<file path="src/hdl/mbl_pkg.sv">
// shared constants and types for the weighted pixel blend
`default_nettype none
package mbl_pkg;

	localparam int IMG_COUNT       = 4;
	localparam int CHAN_COUNT      = 3;
	localparam int CHAN_BITS       = 8;
	localparam int PIX_BITS        = CHAN_COUNT * CHAN_BITS;
	localparam int CNT_BITS        = 3;
	localparam int IDX_BITS        = $clog2(IMG_COUNT);
	localparam int Q_BITS          = CHAN_BITS;
	localparam int WEIGHT_BITS_DEF = 16;

	typedef logic [CHAN_BITS-1:0] chan_t;
	typedef logic [PIX_BITS-1:0]  pix_t;
	typedef logic [CNT_BITS-1:0]  count_t;

	typedef struct packed {
		logic   use_div;
		pix_t   fallback;
		count_t count;
	} blend_ctl_t;

endpackage
`default_nettype wire

</file>
<file path="src/hdl/mbl_front.sv">
// presence detection, weighted products and sums ahead of the divider
`default_nettype none
module mbl_front
	import mbl_pkg::*;
#(
	parameter int WEIGHT_BITS = WEIGHT_BITS_DEF,
	localparam int PROD_W = WEIGHT_BITS + CHAN_BITS,
	localparam int ACC_W  = PROD_W + IDX_BITS,
	localparam int WSUM_W = WEIGHT_BITS + IDX_BITS
) (
	input  wire logic                   clk,
	input  wire logic                   arst_n,
	input  wire logic                   up_valid,
	output logic                        up_stall,
	input  wire pix_t                   pixels [IMG_COUNT],
	input  wire logic [WEIGHT_BITS-1:0] weights [IMG_COUNT],
	output logic                        dn_valid,
	input  wire logic                   dn_stall,
	output logic [ACC_W-1:0]            acc [CHAN_COUNT],
	output logic [WSUM_W-1:0]           wsum,
	output blend_ctl_t                  ctl
);

	logic [IMG_COUNT-1:0]   present;
	logic [IDX_BITS-1:0]    first;
	logic                   found;
	count_t                 cnt;
	logic [PROD_W-1:0]      prod [IMG_COUNT][CHAN_COUNT];
	logic [WEIGHT_BITS-1:0] wgt_m [IMG_COUNT];

	logic                   valid_s1;
	logic [PROD_W-1:0]      prod_s1 [IMG_COUNT][CHAN_COUNT];
	logic [WEIGHT_BITS-1:0] wgt_s1 [IMG_COUNT];
	pix_t                   fallback_s1;
	count_t                 count_s1;

	logic [ACC_W-1:0]       acc_sum [CHAN_COUNT];
	logic [WSUM_W-1:0]      wsum_sum;

	logic                   valid_s2;
	logic [ACC_W-1:0]       acc_s2 [CHAN_COUNT];
	logic [WSUM_W-1:0]      wsum_s2;
	blend_ctl_t             ctl_s2;

	logic                   stall_s1;
	logic                   stall_s2;

	assign stall_s2 = valid_s2 & dn_stall;
	assign stall_s1 = valid_s1 & stall_s2;
	assign up_stall = stall_s1;

	always_comb begin
		present = '0;
		first   = '0;
		found   = 1'b0;
		cnt     = '0;
		for (int k = 0; k < IMG_COUNT; k++) begin
			present[k] = |pixels[k];
			if (present[k] && !found) begin
				first = IDX_BITS'(k);
				found = 1'b1;
			end
			cnt = cnt + {{(CNT_BITS-1){1'b0}}, present[k]};
			wgt_m[k] = present[k] ? weights[k] : '0;
			for (int c = 0; c < CHAN_COUNT; c++) begin
				prod[k][c] = present[k] ?
					PROD_W'(weights[k]) * PROD_W'(pixels[k][c*CHAN_BITS +: CHAN_BITS]) : '0;
			end
		end
	end

	always_ff @(posedge clk or negedge arst_n) begin
		if (!arst_n) begin
			valid_s1 <= 1'b0;
		end else if (!stall_s1) begin
			valid_s1 <= up_valid;
		end
	end

	always_ff @(posedge clk) begin
		if (up_valid && !stall_s1) begin
			prod_s1     <= prod;
			wgt_s1      <= wgt_m;
			fallback_s1 <= pixels[first];
			count_s1    <= cnt;
		end
	end

	always_comb begin
		wsum_sum = '0;
		for (int c = 0; c < CHAN_COUNT; c++) begin
			acc_sum[c] = '0;
		end
		for (int k = 0; k < IMG_COUNT; k++) begin
			wsum_sum = wsum_sum + WSUM_W'(wgt_s1[k]);
			for (int c = 0; c < CHAN_COUNT; c++) begin
				acc_sum[c] = acc_sum[c] + ACC_W'(prod_s1[k][c]);
			end
		end
	end

	always_ff @(posedge clk or negedge arst_n) begin
		if (!arst_n) begin
			valid_s2 <= 1'b0;
		end else if (!stall_s2) begin
			valid_s2 <= valid_s1;
		end
	end

	always_ff @(posedge clk) begin
		if (valid_s1 && !stall_s2) begin
			acc_s2           <= acc_sum;
			wsum_s2          <= wsum_sum;
			ctl_s2.use_div   <= (count_s1 >= CNT_BITS'(2)) && (wsum_sum != '0);
			ctl_s2.fallback  <= fallback_s1;
			ctl_s2.count     <= count_s1;
		end
	end

	assign dn_valid = valid_s2;
	assign acc      = acc_s2;
	assign wsum     = wsum_s2;
	assign ctl      = ctl_s2;

endmodule
`default_nettype wire

</file>
<file path="config.mk">
export PLATFORM = sky130hd
export DESIGN_NAME = mbl_front
export DESIGN_NICKNAME = d
export VERILOG_FILES = /design/src/hdl/mbl_pkg.sv /design/src/hdl/mbl_front.sv
export SDC_FILE = /design/constraint.sdc
export NUM_CORES = 2
export LEC_CHECK = 0
export BUFFER_PORTS_ARGS = -buffer_cell sky130_fd_sc_hd__buf_2
export CORE_ASPECT_RATIO = 0.75
export CORE_MARGIN = 3
export CORE_UTILIZATION = 25
export CTS_BUF_LIST = sky130_fd_sc_hd__clkbuf_4 sky130_fd_sc_hd__clkbuf_8 sky130_fd_sc_hd__clkbuf_16
export DETAILED_ROUTE_END_ITERATION = 10
export MAX_ROUTING_LAYER = met4
export PLACE_DENSITY = 0.42
export SLEW_MARGIN = 10
export SYNTH_ARGS = -nofsm -noshare
export SYNTH_HDL_FRONTEND = slang
export SYNTH_SLANG_ARGS = --single-unit
</file>
<file path="constraint.sdc">
create_clock -name clk -period 32.6 [get_ports clk]
set_clock_uncertainty 0.05 [all_clocks]
set_input_delay 1.63 -clock clk [delete_from_list [all_inputs] [get_ports clk]]
set_output_delay 1.63 -clock clk [all_outputs]
set_load 0.01 [all_outputs]
</file>
==> impl_metrics.csv <==
group,metric,value,unit
worst_setup_path,critPathMaxStageDelay,0.62,ns
logic_synthesis,synth_common_cells,"1355 x sky130_fd_sc_hd__and2_1, 1255 x sky130_fd_sc_hd__inv_1, 1185 x sky130_fd_sc_hd__fa_1, 624 x sky130_fd_sc_hd__ha_1, 503 x sky130_fd_sc_hd__edfxtp_1",
worst_setup_path,worstPathCellList,"buf_2 -> and2_1 -> fa_1 -> fa_1 -> fa_1 -> inv_1 -> fa_1 -> inv_1 -> ha_1 -> a211oi_1 -> o211ai_1 -> nand3_1 -> a211oi_1 -> a41o_1 -> o41ai_1 -> o21ai_0 -> xnor2_1 -> nor2_1",
worst_setup_path,worst_setup_end_kind,"register",
drt,via_count,53511,
power,power_total,9.597,mW
global_routing,grt_antenna_before_repair,82,
job,maxCapViolCount,0,
worst_setup_path,worst_path_most_repeated_cell,"sky130_fd_sc_hd__fa_1",
power,p_clk_frac,0.091,
place,post-dp-hpwl,216900,um
drt,drt_iter0_markers,4372,
drt,post-route-drc-count,0,
logic_synthesis,avgSynthCellArea,9.904,um2
clock_tree,clock_path_buffers,3,
sta,tightest_slew,1.435,ns
final_layout,finalNonFillerCells,11564,
drt,post_drt_via_cell_ratio,4.627,
final_layout,layout.filler_cells,30885,
drt,firstDrtPassIters,6,
clock_tree,numClockSinks,505,
final_layout,area.growth.synth_to_final,11.05,%
logic_synthesis,ys_seq_area_frac,0.2052,
clock_tree,post_cts.repair.setup_buffers,0,
clock_tree,post_cts_hold_buffer_count,0,
clock_tree,cts_htree_levels,3,
logic_synthesis,synth.most_common_cell,"sky130_fd_sc_hd__and2_1",
global_routing,grt_overflow,0,
floorplan,core_area,293300,um2
drt,routedWlPerCell,23.74,um
power,leakagePower,37.56,nW
place,placed_cells_incl_taps,11409,
worst_setup_path,timing.critical_path.required,32.94,ns
floorplan,dieHeight,476.7,um
power,switching_power,5.092,mW
sta,fmaxAchievable,149.6,MHz
sta,period_needed,6.685,ns
worst_setup_path,crit_path_max_fanout,25,
sta,headroom_to_the_max_slew_limit,0.03783,
logic_synthesis,synthesis.area,73860,um2
clock_tree,clkLatencyLatePin,0.72,ns
hold_path,hp-class,"reg2reg",
logic_synthesis,synth_largest_area_cell,"sky130_fd_sc_hd__fa_1",
worst_setup_path,timing.critical_path.max_delay_family,"adder cells",
worst_setup_path,crit_type,"in2reg",
worst_setup_path,timing.critical_path.from_type,"input port",
logic_synthesis,postSynth.asyncResetShare,0.003960,
logic_synthesis,ys_dominant_reg_cell,"sky130_fd_sc_hd__edfxtp_1",
logic_synthesis,synthDistinctLibCells,78,
logic_synthesis,yosys.area.top_type_share,0.3212,
final_layout,final-seq-area,15150,um2
power,pwr-share-comb,0.747,
global_routing,pin_count_of_the_biggest_net_entering_global_routing,134,
drt,antenna_left,0,
sta,fin_tns_setup,0,ns
worst_setup_path,critical_path.slowest_cell,"sky130_fd_sc_hd__o41ai_1",
power,sequentialPowerShare,0.163,
place,gpl.final_weighted_congestion,0.9281,
drt,drt_wl_total,274500,um
clock_tree,cts_root_buffer,"sky130_fd_sc_hd__clkbuf_16",
sta,final_max_slew_viol_count,0,
logic_synthesis,synth_nets,9431,
global_routing,global_route.usage.total,0.1872,
power,powerDensity,117.0,nW/um2
power,worst_ir_drop_vdd,0.0001229,V
status,status,"finished clean",
clock_tree,cts_tree,"yes",
logic_synthesis,synth-edff-count,503,
clock_tree,tritoncts.num_buffers,70,
global_routing,grt_pass1_wl,400600,um
clock_tree,ctsResizeCount,0,
worst_setup_path,worst-path-buf-inv,3,
sta,hold_violations,0,
logic_synthesis,synthesis.yosys.warnings,0,
floorplan,die_width,633.6,um
clock_tree,clk_transition_reported_paths,0.06,ns
floorplan,floorplan.initialDensity,0.2518,
global_routing,vias_in_the_first_global_route,55469,
floorplan,placementRows,172,
worst_setup_path,arrival,7.02,ns
logic_synthesis,synth-seq-cells,505,
floorplan,top_level_ports,290,
sta,fin_crit_sh,0.2051,
power,switching_share_of_power,0.5306,
logic_synthesis,synth_top_cells_by_area,"sky130_fd_sc_hd__fa_1 32%, sky130_fd_sc_hd__edfxtp_1 20%, sky130_fd_sc_hd__and2_1 11%, sky130_fd_sc_hd__ha_1 11%, sky130_fd_sc_hd__inv_1 6.4%",
power,p_int,4.505,mW
final_layout,layout-drive-gt1-share,0.06443,
sta,setup-violations-final,0,
place,io_buffer_count,289,
sta,rsz0062_at_grt,"no",
floorplan,die_outline_area,302100,um2
logic_synthesis,syn-instance-count,7458,
final_layout,layout.nets,9539,
final_layout,multi_input_area,53000,um2
## state kept, by name, indices dropped and copies added (netlist names)
name	flops
acc	78
count_s1	3
ctl	28
dn_valid	1
fallback_s1	24
prod_s1	288
valid_s1	1
wgt_s1	64
wsum	18
## per-stage QoR
stage	worst slack, ns	hold slack (ns)	area (um2)	utilization
finish	25.92	0.3731	82020	0.2796
global placement	25.28	0.3585	79450	0.2709
global route	25.63	0.3746	81980	0.2795
detailed placement	25.28	0.3619	79460	0.2709
CTS	26.01	0.3766	81940	0.2793
floorplan	21.19	0.3503	73860	-
## worst paths after layout
path                       slack (ns)  cells after the start             from     endpoint
max                             25.92                     18       weights[6]  prod_s1[46]
min                              0.37                      0  fallback_s1[14]      ctl[17]
max reg2reg                     27.68                     16       wgt_s1[16]      ctl[27]
min reg2reg                      0.37                      0  fallback_s1[14]      ctl[17]
max in group asynchronous       31.75                      1           arst_n     valid_s1
min in group asynchronous        0.65                      1           arst_n     dn_valid
## final cells by class
class	count	area share
well taps	3915	0.05972
clock buffers	74	0.02194
multi-input cells	5411	0.6462
flip-flops and latches	505	0.1848
diodes	28	0.0008543
inverters	1258	0.05757
repair buffers	320	0.02062
clock inverters	53	0.008329
## power by group through the flow
stage / Combinational [mW] / Sequential [mW] / Clock, mW
2_1_floorplan: 4.71 / 1.46 / 0
3_3_place_gp: 7.16 / 1.59 / 0
3_5_place_dp: 7.15 / 1.58 / 0
4_1_cts: 7.24 / 1.58 / 0.898
5_1_grt: 8.00 / 1.58 / 0.923
6_report: 7.17 / 1.56 / 0.869
## per-layer routing
metal / wire length, um / global-route usage / vias to the layer above
met1: 130200 / 0.2677 / 27906
met3: 16550 / 0.02716 / 283
met2: 121100 / 0.2803 / 1522
met4: 6665 / 0.03773 / 0
li1: - / - / 23800
met5: 0 / - / -
## cells by family after synthesis
logic type | synth area share
adder cells (fa/ha/maj) | 0.4269
buffers and inverters | 0.07836
multiplexers | 0.0005421
XOR/XNOR | 0.02929
AO/OA/AOI/OAI | 0.06937
flip-flops | 0.2052
AND/OR/NAND/NOR | 0.1904
## layout by cell type (no fill, tap or decap), drive strengths merged, types with 111 or more instances in the layout
cell,Yosys,layout
a21o,113,113
nor2,348,348
xnor2,136,136
ha,624,624
o21ai,122,122
nand2,431,431
buf,12,320
and2,1361,1361
fa,1185,1185
a21oi,213,213
edfxtp,503,503
xor2,111,111
inv,1257,1268
No activity file was read; power rests on OpenSTA's default activity.
