$ cat src/hdl/mbl_pkg.sv
// shared constants and types for the weighted pixel blend
`default_nettype none
package mbl_pkg;

	localparam int IMG_COUNT       = 4;
	localparam int CHAN_COUNT      = 3;
	localparam int CHAN_BITS       = 8;
	localparam int PIX_BITS        = CHAN_COUNT * CHAN_BITS;
	localparam int CNT_BITS        = 3;
	localparam int IDX_BITS        = $clog2(IMG_COUNT);
	localparam int Q_BITS          = CHAN_BITS;
	localparam int WEIGHT_BITS_DEF = 16;

	typedef logic [CHAN_BITS-1:0] chan_t;
	typedef logic [PIX_BITS-1:0]  pix_t;
	typedef logic [CNT_BITS-1:0]  count_t;

	typedef struct packed {
		logic   use_div;
		pix_t   fallback;
		count_t count;
	} blend_ctl_t;

endpackage
`default_nettype wire

$ cat src/hdl/mbl_div_stage.sv
// one restoring divider stage, one quotient bit for each channel
`default_nettype none
module mbl_div_stage
	import mbl_pkg::*;
#(
	parameter int WEIGHT_BITS = WEIGHT_BITS_DEF,
	parameter int BIT_POS     = 0,
	localparam int ACC_W  = WEIGHT_BITS + CHAN_BITS + IDX_BITS,
	localparam int WSUM_W = WEIGHT_BITS + IDX_BITS
) (
	input  wire logic              clk,
	input  wire logic              arst_n,
	input  wire logic              up_valid,
	output logic                   up_stall,
	input  wire logic [ACC_W-1:0]  rem_i [CHAN_COUNT],
	input  wire logic [WSUM_W-1:0] wsum_i,
	input  wire logic [Q_BITS-1:0] quo_i [CHAN_COUNT],
	input  wire blend_ctl_t        ctl_i,
	output logic                   dn_valid,
	input  wire logic              dn_stall,
	output logic [ACC_W-1:0]       rem_o [CHAN_COUNT],
	output logic [WSUM_W-1:0]      wsum_o,
	output logic [Q_BITS-1:0]      quo_o [CHAN_COUNT],
	output blend_ctl_t             ctl_o
);

	logic [ACC_W-1:0]  dvs;
	logic [ACC_W-1:0]  rem_n [CHAN_COUNT];
	logic [Q_BITS-1:0] quo_n [CHAN_COUNT];

	logic              valid_q;
	logic [ACC_W-1:0]  rem_q [CHAN_COUNT];
	logic [WSUM_W-1:0] wsum_q;
	logic [Q_BITS-1:0] quo_q [CHAN_COUNT];
	blend_ctl_t        ctl_q;

	assign up_stall = valid_q & dn_stall;
	assign dvs      = ACC_W'(wsum_i) << BIT_POS;

	always_comb begin
		for (int c = 0; c < CHAN_COUNT; c++) begin
			if (rem_i[c] >= dvs) begin
				rem_n[c] = rem_i[c] - dvs;
				quo_n[c] = quo_i[c] | (Q_BITS'(1) << BIT_POS);
			end else begin
				rem_n[c] = rem_i[c];
				quo_n[c] = quo_i[c];
			end
		end
	end

	always_ff @(posedge clk or negedge arst_n) begin
		if (!arst_n) begin
			valid_q <= 1'b0;
		end else if (!up_stall) begin
			valid_q <= up_valid;
		end
	end

	always_ff @(posedge clk) begin
		if (up_valid && !up_stall) begin
			rem_q  <= rem_n;
			wsum_q <= wsum_i;
			quo_q  <= quo_n;
			ctl_q  <= ctl_i;
		end
	end

	assign dn_valid = valid_q;
	assign rem_o    = rem_q;
	assign wsum_o   = wsum_q;
	assign quo_o    = quo_q;
	assign ctl_o    = ctl_q;

endmodule
`default_nettype wire

$ cat config.mk
export PLATFORM = sky130hd
export DESIGN_NAME = mbl_div_stage
export DESIGN_NICKNAME = d
export VERILOG_FILES = /design/src/hdl/mbl_pkg.sv /design/src/hdl/mbl_div_stage.sv
export SDC_FILE = /design/constraint.sdc
export NUM_CORES = 1
export LEC_CHECK = 0
export ABC_AREA = 1
export BUFFER_PORTS_ARGS = -buffer_cell sky130_fd_sc_hd__buf_2
export CORE_MARGIN = 1
export CORE_UTILIZATION = 45
export DETAILED_ROUTE_END_ITERATION = 10
export PLACE_DENSITY = 0.8
export SYNTH_ARGS = -nofsm -noshare
export SYNTH_HDL_FRONTEND = slang
export SYNTH_SLANG_ARGS = --single-unit
$ cat constraint.sdc
create_clock -name clk -period 13.96 [get_ports clk]
set_input_delay 2.094 -clock clk [delete_from_list [all_inputs] [get_ports clk]]
set_output_delay 2.094 -clock clk [all_outputs]
set_load 0.01 [all_outputs]
==> impl_metrics.toml, run 1 <==
[detailed_routing]
wirelength_mm = 30.5
drtAntennaViolNets = 0
drt_iter0_markers = 771
first_pass_iters = 5
via_count = 9753
wire_per_inst_microns = 15.7
viasPerCell = 5.01
drc_errors = 0

[timing]
rsz0062_at_grt = "false"
setup_violations = 0
fin_crit_sh = 0.327
slew_headroom = 0.354
final_max_slew_viol_count = 0
final.setup_skew_ns = 0.0104
fmax_mhz = 219
tightest_slew_ns = 0.969
hold_viol = 0
fin_crit_ns = 4.57
fin_setup_tns_ns = 0

[logic_synthesis]
ys_seq_area_frac = 0.435
synthArstFlopShare = 0.00671
synth.top_cell.area_share = 0.433
netlist_instances = 1342
syn-num-nets = 1551
ys_top_cells_by_area = "edfxtp_1 43%, nand2_1 18%, inv_1 7.9%"
yosys.cell_types.count = 38
synth_edf_count = 148
netlist_top_cells_count = "502 x nand2_1, 215 x inv_1, 148 x edfxtp_1"
synth_most_common_cell = "nand2_1"
synth-seq-cells = 149
post_synth.cell_area_avg_sq_um = 7.65
syn-cell-area_sq_um = 10300
synth_area_leader_cell = "edfxtp_1"
ys.flop_type = "edfxtp_1"
yosys_warnings = 0

[floorplanning]
core-area_sq_um = 22100
die_area_sq_um = 23400
row_count = 54
ios = 302
start_util = 0.465
die_w_microns = 153
die_h_microns = 153

[cells_and_area]
post-route-util = 0.573
layout-drive-gt1-share = 0.241
area_growth_syn_to_layout_pct = 23.3
fillers = 2040
nNetsFinal = 1862

[setup_path]
critical_path_arrival_ns = 2.47
timing.reg2reg.setup_slack_ns = 11.36
setup.worst_path.end_class = "output port"
slowest_delay_ns = 0.14
path_buf_inv = 3
crit_path_cell_trace = "buf_2 > nand2_1 > inv_1 > buf_2"
cp_slowest_cell = "buf_2"
start_kind = "primary input"
crit_type = "in -> out"
timing.critical_path.required_ns = 11.87
critPathTopFamily = "buffers and inverters"
worstRegToRegCells = 5
path_max_fanout = 2
critical_path.most_common_cell = "buf_2"
timing.rr.start = "dn_valid"
r2r_end = "rem_o[24]"

[worst_hold_path]
whs_endpoint = "dn_valid"
whs_path_depth = 2
hold_path.class = "reg -> reg"
min_from = "dn_valid"

[power_and_ir_drop]
clkPwrFrac = 0.354
power.share.sequential = 0.411
irDropWorstVdd_mv = 0.0724
power.leakage_nw = 6.33
pwr-share-comb = 0.235
p_per_area_nw_per_um2 = 105
power_switching_w = 0.000437
sw_frac_of_total = 0.328
p_int_w = 0.000894

[job]
maxCapViolCount = 0

[placement]
portBuffers = 301
place.gp.congestion = 0.949
hpwl_mm = 24.4

[clock_tree]
htree_levels = 4
path_clk_slew_ns = 0.07
cts_tree = "yes"
clockRootBuffer = "clkbuf_16"
clockBufferDepth = 2
postCtsSetupRepairBufs = 0
cts_buffers = 17
post_cts_resized = 0
clock-sinks = 149
postCtsHoldBufs = 0
insertion_delay_ns = 0.43

[grt]
grt.overflow.total = 0
grt_max_degree = 80
antenna_found_initial = 4
grt_pass1_wl_mm = 47.1
grt_pass1_vias = 9194
grt_usage = 0.259

[outcome]
status = "completed"
[how the worst max path moves through the flow]
| stage | from | end | slack (ns) | depth (start not counted) |
|---|---|---|---|---|
| floorplan | dn_stall | ctl_o[0] | 4.92 | 3 |
| detailed placement | wsum_i[9] | rem_o[59] | 9.37 | 11 |
| finish | dn_stall | up_stall | 9.39 | 4 |
| CTS | dn_stall | up_stall | 9.39 | 4 |
| global placement | dn_stall | up_stall | 9.40 | 4 |
| global route | dn_stall | up_stall | 9.36 | 4 |
[stage by stage]
| step | hold slack [ns] | std cells | setup WS [ns] | cell area [sq um] | power [W] |
|---|---|---|---|---|---|
| 2_1_floorplan | 0.525 | 1342 | 4.92 | 10300 | 0.000757 |
| 3_3_place_gp | 0.480 | 1914 | 9.40 | 12000 | 0.000859 |
| 3_5_place_dp | 0.486 | 1914 | 9.37 | 12000 | 0.000865 |
| 4_1_cts | 0.502 | 1946 | 9.39 | 12700 | 0.00134 |
| 5_1_grt | 0.537 | 1947 | 9.36 | 12700 | 0.00139 |
| 6_report | 0.497 | 1948 | 9.39 | 12700 | 0.00133 |
[logic make-up after synthesis]
kind of cell | count (synthesis) | share of synthesized area
XOR/XNOR | 30 | 0.0256
AND/OR/NAND/NOR | 781 | 0.322
adder cells (fa/ha/maj) | 57 | 0.0716
buffers and inverters | 234 | 0.0915
flip-flops | 149 | 0.435
AO/OA/AOI/OAI | 91 | 0.0540
[flip-flops by register name (all words and copies together), names as in the netlist]
register	count
quo_o	24
wsum_o	18
rem_o	78
ctl_o	28
dn_valid	1
[cell usage in the layout (no fill, tap or decap), types with 4 or more instances in the layout]
master	n
o21ai_2	11
inv_2	7
nor2_2	9
ha_1	54
nand2_2	11
inv_1	215
nand3_1	80
or2_2	6
inv_8	4
and2_1	4
a21oi_1	29
nand2_1	502
nor2_4	4
xnor2_1	23
clkbuf_16	17
xor2_1	7
nor2_1	113
nor4_1	4
nand4_1	19
clkinv_8	6
o21bai_1	4
nor3_1	5
a21oi_2	12
o21ai_0	31
nand3b_1	14
edfxtp_1	148
buf_2	301
[layout make-up]
class | instances | area (sq um) | area share
antenna | 2 | 5.00 | 0.000395
clock buffer | 17 | 425 | 0.0336
clock inverter | 15 | 185 | 0.0146
inverter | 223 | 840 | 0.0663
multi-input combinational | 959 | 4870 | 0.384
sequential | 149 | 4470 | 0.353
tap | 280 | 350 | 0.0277
timing repair buffer | 303 | 1520 | 0.120
[per-layer routing]
| layer | up-vias | wire length, microns | global-route usage |
|---|---|---|---|
| li1 | 4916 | - | - |
| met2 | 387 | 14500 | 0.437 |
| met4 | 2 | 944 | 0.107 |
| met1 | 4392 | 13100 | 0.335 |
| met5 | - | 13 | 0 |
| met3 | 56 | 1920 | 0.0340 |
[worst register-to-register path: stages, from the launching register on]
cell	delay, ns
dfrtp_1	0.37
nand2_1	0.08
inv_1	0.07
nor2_4	0.07
buf_4	0.69
buf_4	0.90
[power by group through the flow]
stage / clock network, W / logic [W] / registers [W]
6_report: 0.000471 / 0.000313 / 0.000547
5_1_grt: 0.000496 / 0.000347 / 0.000550
4_1_cts: 0.000480 / 0.000310 / 0.000547
3_5_place_dp: 0 / 0.000308 / 0.000557
3_3_place_gp: 0 / 0.000303 / 0.000556
2_1_floorplan: 0 / 0.000177 / 0.000580
No activity file was read; power rests on OpenSTA's default activity.
==> run 2: changes to the inputs <==
clock period = 4.72 ns   (was 13.96 ns; I/O delays follow)
==> run 2 against run 1 <==
Net effect: sequential share of layout area barely moved; clock power rose to 2.9 times the previous value; via count rose by 0.87%; power rose to 3.0 times the previous value; first-iteration DRC count fell by 1.4%; clock-buffer cell count did not move; critical path depth rose by 7; critical endpoint is now rem_o[58]; largest cell class unchanged; largest power group unchanged; highest routed layer unchanged.
==> impl_metrics.toml, run 2 (synthesis gave the netlist of run 1 again) <==
[clock_tree]
clockRootBuffer = "clkbuf_16"
postCtsHoldBufs = 0
htree_levels = 4
clock-sinks = 149
clockBufferDepth = 2
path_clk_slew_ns = 0.07
insertion_delay_ns = 0.43
cts_buffers = 17
cts_tree = "yes"
post_cts_resized = 0
postCtsSetupRepairBufs = 0

[power_and_ir_drop]
p_int_w = 0.00264
power.share.sequential = 0.412
clkPwrFrac = 0.351
power_switching_w = 0.00129
p_per_area_nw_per_um2 = 311
power.leakage_nw = 6.33
irDropWorstVdd_mv = 0.207
pwr-share-comb = 0.237
sw_frac_of_total = 0.328

[placement]
placed_cell_area_sq_um = 12100
place.gp.congestion = 0.993
hpwl_mm = 25.7
portBuffers = 301

[setup_path]
setup.worst_path.end_class = "register"
r2r_end = "rem_o[37]"
timing.rr.start = "dn_valid"
worstSetupStartpoint = "wsum_i[8]"
path_max_fanout = 34
worstRegToRegCells = 5
crit_type = "in -> reg"
timing.reg2reg.setup_slack_ns = 2.61
critical_path_arrival_ns = 2.93
start_kind = "primary input"
critPathCapture = "rem_o[58]"
timing.critical_path.required_ns = 4.87

[floorplanning]
die_w_microns = 153
start_util = 0.465
ios = 302
die_h_microns = 153
die_area_sq_um = 23400
core-area_sq_um = 22100
row_count = 54

[grt]
grt_pass1_vias = 9260
grt_usage = 0.268
grt_max_degree = 66
grt_pass1_wl_mm = 48.5
grt.overflow.total = 0
antenna_found_initial = 2

[cells_and_area]
area_growth_syn_to_layout_pct = 23.2
design_area_sq_um = 12700
layout-drive-gt1-share = 0.242
nNetsFinal = 1863
final_cell_mix = "502 x nand2_1, 301 x buf_2, 215 x inv_1"
fillers = 2060
final_common_cell = "nand2_1"
largest_reg_flops = 78
diodes = 0

[timing]
fmax_mhz = 361
setup_violations = 0
fin_crit_sh = 0.587
fin_setup_tns_ns = 0
fin_crit_ns = 2.77
final_max_slew_viol_count = 0
slew_headroom = 0.442
rsz0062_at_grt = "false"
final.setup_skew_ns = 0.0142
hold_viol = 0
tightest_slew_ns = 0.837

[detailed_routing]
viasPerCell = 5.05
wirelength_mm = 31.8
via_count = 9838
drt_iter0_markers = 760
drc_errors = 0
drtAntennaViolNets = 0
first_pass_iters = 5
wire_per_inst_microns = 16.3

[worst_hold_path]
hold_path.class = "in -> async"

[job]
maxCapViolCount = 0

[outcome]
status = "completed"
## run 2: cell count changes in the layout (fill, tap and decap cells not counted)
cell      delta
clkinv_8     -2
clkinv_4     -2
diode_2      -2
inv_8        +2
inv_6        +2
buf_4        +1
## run 2: worst max-delay path, stage by stage
cell and delay (ns):
buf_2 0.11, inv_1 0.18, ha_1 0.33, nand2_1 0.12, inv_1 0.07, a21oi_1 0.20
nand3_1 0.18, nand2_1 0.18, nand2_2 0.18, inv_2 0.46, o21ai_0 0.17
## run 2: area by class of cell
cell class,instances,area [sq um],share of cell area
inverter,223,840,0.0663
tap,280,350,0.0277
clock inverter,15,175,0.0138
clock buffer,17,425,0.0336
timing repair buffer,304,1530,0.121
sequential,149,4470,0.353
multi-input combinational,959,4870,0.385
## run 2: power by group through the flow
stage | registers [W] | logic, W | clock network [W]
finish | 0.00162 | 0.000935 | 0.00138
global route | 0.00163 | 0.00103 | 0.00146
CTS | 0.00162 | 0.000926 | 0.00141
detailed placement | 0.00165 | 0.000920 | 0
global placement | 0.00165 | 0.000908 | 0
floorplan | 0.00170 | 0.000524 | 0
## run 2: metal layers
| metal | GRT usage | wire, microns | vias to the layer above |
|---|---|---|---|
| met3 | 0.0397 | 2100 | 35 |
| met1 | 0.340 | 13400 | 4493 |
| met4 | 0.0866 | 592 | 4 |
| met2 | 0.469 | 15600 | 399 |
| li1 | - | - | 4907 |
| met5 | 0 | 27 | - |
## run 2: metrics by stage
stage | total power (W) | std cells | hold WS, ns | util | setup slack [ns]
finish | 0.00394 | 1947 | 0.0296 | 0.573 | 1.95
global route | 0.00412 | 1947 | 0.0184 | 0.573 | 1.77
CTS | 0.00396 | 1947 | 0.0120 | 0.573 | 1.98
detailed placement | 0.00257 | 1915 | 0.483 | 0.546 | 1.53
global placement | 0.00256 | 1915 | 0.477 | 0.546 | 1.63
floorplan | 0.00223 | 1342 | 0.412 | - | 1.24
## run 2: worst min-delay path by stage
stage / startpoint / to / depth (start not counted)
global placement: arst_n / dn_valid / 1
floorplan: arst_n / dn_valid / 0
CTS: arst_n / dn_valid / 1
finish: arst_n / dn_valid / 1
detailed placement: arst_n / dn_valid / 1
global route: arst_n / dn_valid / 1
==> run 3: changes to the inputs <==
PLACE_DENSITY = 0.83   (was 0.8)
clock period = 2.5 ns   (was 4.72 ns; I/O delays follow)
==> run 3 against run 2 <==
Net effect: register-to-register slack lost 1.8 ns; wire length grew 1.4%; utilization grew 2.2 points; combinational power grew 98%; worst hold slack gained 0.078 ns; largest cell class unchanged; clock-buffer cell count is the same; power grew 91%.
==> impl_metrics.toml, run 3 (synthesis gave the netlist of run 1 again) <==
[outcome]
status = "completed"

[placement]
hpwl_mm = 26.4
dp_slack_ns = -0.00669
placed_cell_area_sq_um = 12500
portBuffers = 301
place.gp.congestion = 0.974

[timing]
tightest_slew_ns = 0.425
hold_viol = 0
fmax_mhz = 473
final_max_slew_viol_count = 0
final.setup_skew_ns = 0.00998
fin_crit_sh = 0.846
setup_violations = 0
slew_headroom = 0.714
rsz0062_at_grt = "false"
setup_ws_ns = 0.385
fin_crit_ns = 2.12

[grt]
grt_usage = 0.275
grt_max_degree = 61
grt.overflow.total = 0
grt_pass1_vias = 9594
grt_pass1_wl_mm = 49.7
antenna_found_initial = 0

[power_and_ir_drop]
power.leakage_nw = 6.61
finalPower_w = 0.00754
p_per_area_nw_per_um2 = 574
irDropWorstVdd_mv = 0.411

[clock_tree]
clockRootBuffer = "clkbuf_16"
path_clk_slew_ns = 0.07
insertion_delay_ns = 0.44
postCtsSetupRepairBufs = 0
cts_buffers = 17
clockBufferDepth = 2
cts_tree = "yes"
htree_levels = 4
clock-sinks = 149

[floorplanning]
start_util = 0.465
row_count = 54
die_w_microns = 153
die_h_microns = 153
ios = 302
core-area_sq_um = 22100
die_area_sq_um = 23400

[cells_and_area]
area_growth_syn_to_layout_pct = 28.0
design_area_sq_um = 13100
regArea_sq_um = 4470
layout-drive-gt1-share = 0.266
largest_reg_flops = 78
post-route-util = 0.595
multi_input_area_sq_um = 4870
diodes = 0
fillers = 1963
nNetsFinal = 1917
final_cell_mix = "502 x nand2_1, 301 x buf_2, 214 x inv_1"
final_common_cell = "nand2_1"

[worst_hold_path]
hold_path.class = "in -> reg"

[detailed_routing]
drt_iter0_markers = 762
drtAntennaViolNets = 0
viasPerCell = 5.06
wirelength_mm = 32.2
via_count = 10100
drc_errors = 0
wire_per_inst_microns = 16.1
first_pass_iters = 6

[job]
maxCapViolCount = 0

[setup_path]
start_kind = "primary input"
critPathTopFamily = "simple AND/OR/NAND/NOR gates"
slowest_delay_ns = 0.35
crit_path_cell_trace = "buf_2 > inv_1 > ha_1 > nand2_1 > inv_1 > a21oi_1 > nand3_1 > nand2_2 > nand2_8 > buf_4 > nand3_1 > nand2_1"
path_buf_inv = 4
path_max_fanout = 10
critical_path_arrival_ns = 2.30
cp_slowest_cell = "ha_1"
setup.worst_path.end_class = "register"
timing.critical_path.required_ns = 2.68
crit_type = "in -> reg"
==> run 3: cell types whose count changed in the layout (fill, tap and decap cells not counted), sizes merged <==
cell / delta
buf: +53
dlygate4sd3: +1
==> run 3: repair_timing <==
action                    4_1_cts  5_1_grt
hold endpoints to repair        1        0
hold buffers                    1        0
gates resized for setup         0        0
==> run 3: final timing paths <==
kind | start | to | slack, ns | cells past startpoint
min in group asynchronous | arst_n | dn_valid | 0.25 | 2
worst min register to register | dn_valid | dn_valid | 0.51 | 2
worst max register to register | dn_valid | wsum_o[17] | 0.83 | 4
worst max-delay path | wsum_i[9] | rem_o[20] | 0.38 | 12
max in group asynchronous | arst_n | dn_valid | 2.17 | 2
worst min-delay path | ctl_i[25] | ctl_o[25] | 0.11 | 1
==> run 3: routing by layer <==
layer,vias to the layer above,GRT usage,part of all wire
li1,5031,-,-
met2,473,0.461,0.47
met5,-,0,0
met1,4533,0.346,0.42
met3,79,0.0476,0.076
met4,0,0.123,0.037
==> run 3: area by class of cell <==
type,count,share of cell area
inverters,223,0.0639
clock buffers,17,0.0324
multi-input cells,959,0.370
well taps,280,0.0267
clock inverters,15,0.0135
flip-flops and latches,149,0.340
repair buffers,358,0.153
==> run 3: where the power goes <==
| group | internal (W) | switching, W |
|---|---|---|
| clock | 0.00136 | 0.00127 |
| combinational | 0.000697 | 0.00116 |
| sequential | 0.00300 | 0.0000503 |
| total | 0.00506 | 0.00248 |
==> run 3: metrics by stage <==
step                cells  setup TNS (ns)  hold slack, ns
global placement     1968          -0.685           0.151
floorplan            1342          -99.00          0.0794
CTS                  2001               0           0.101
finish               2001               0           0.108
global route         2001               0          0.0923
detailed placement   1968         -0.0129           0.151
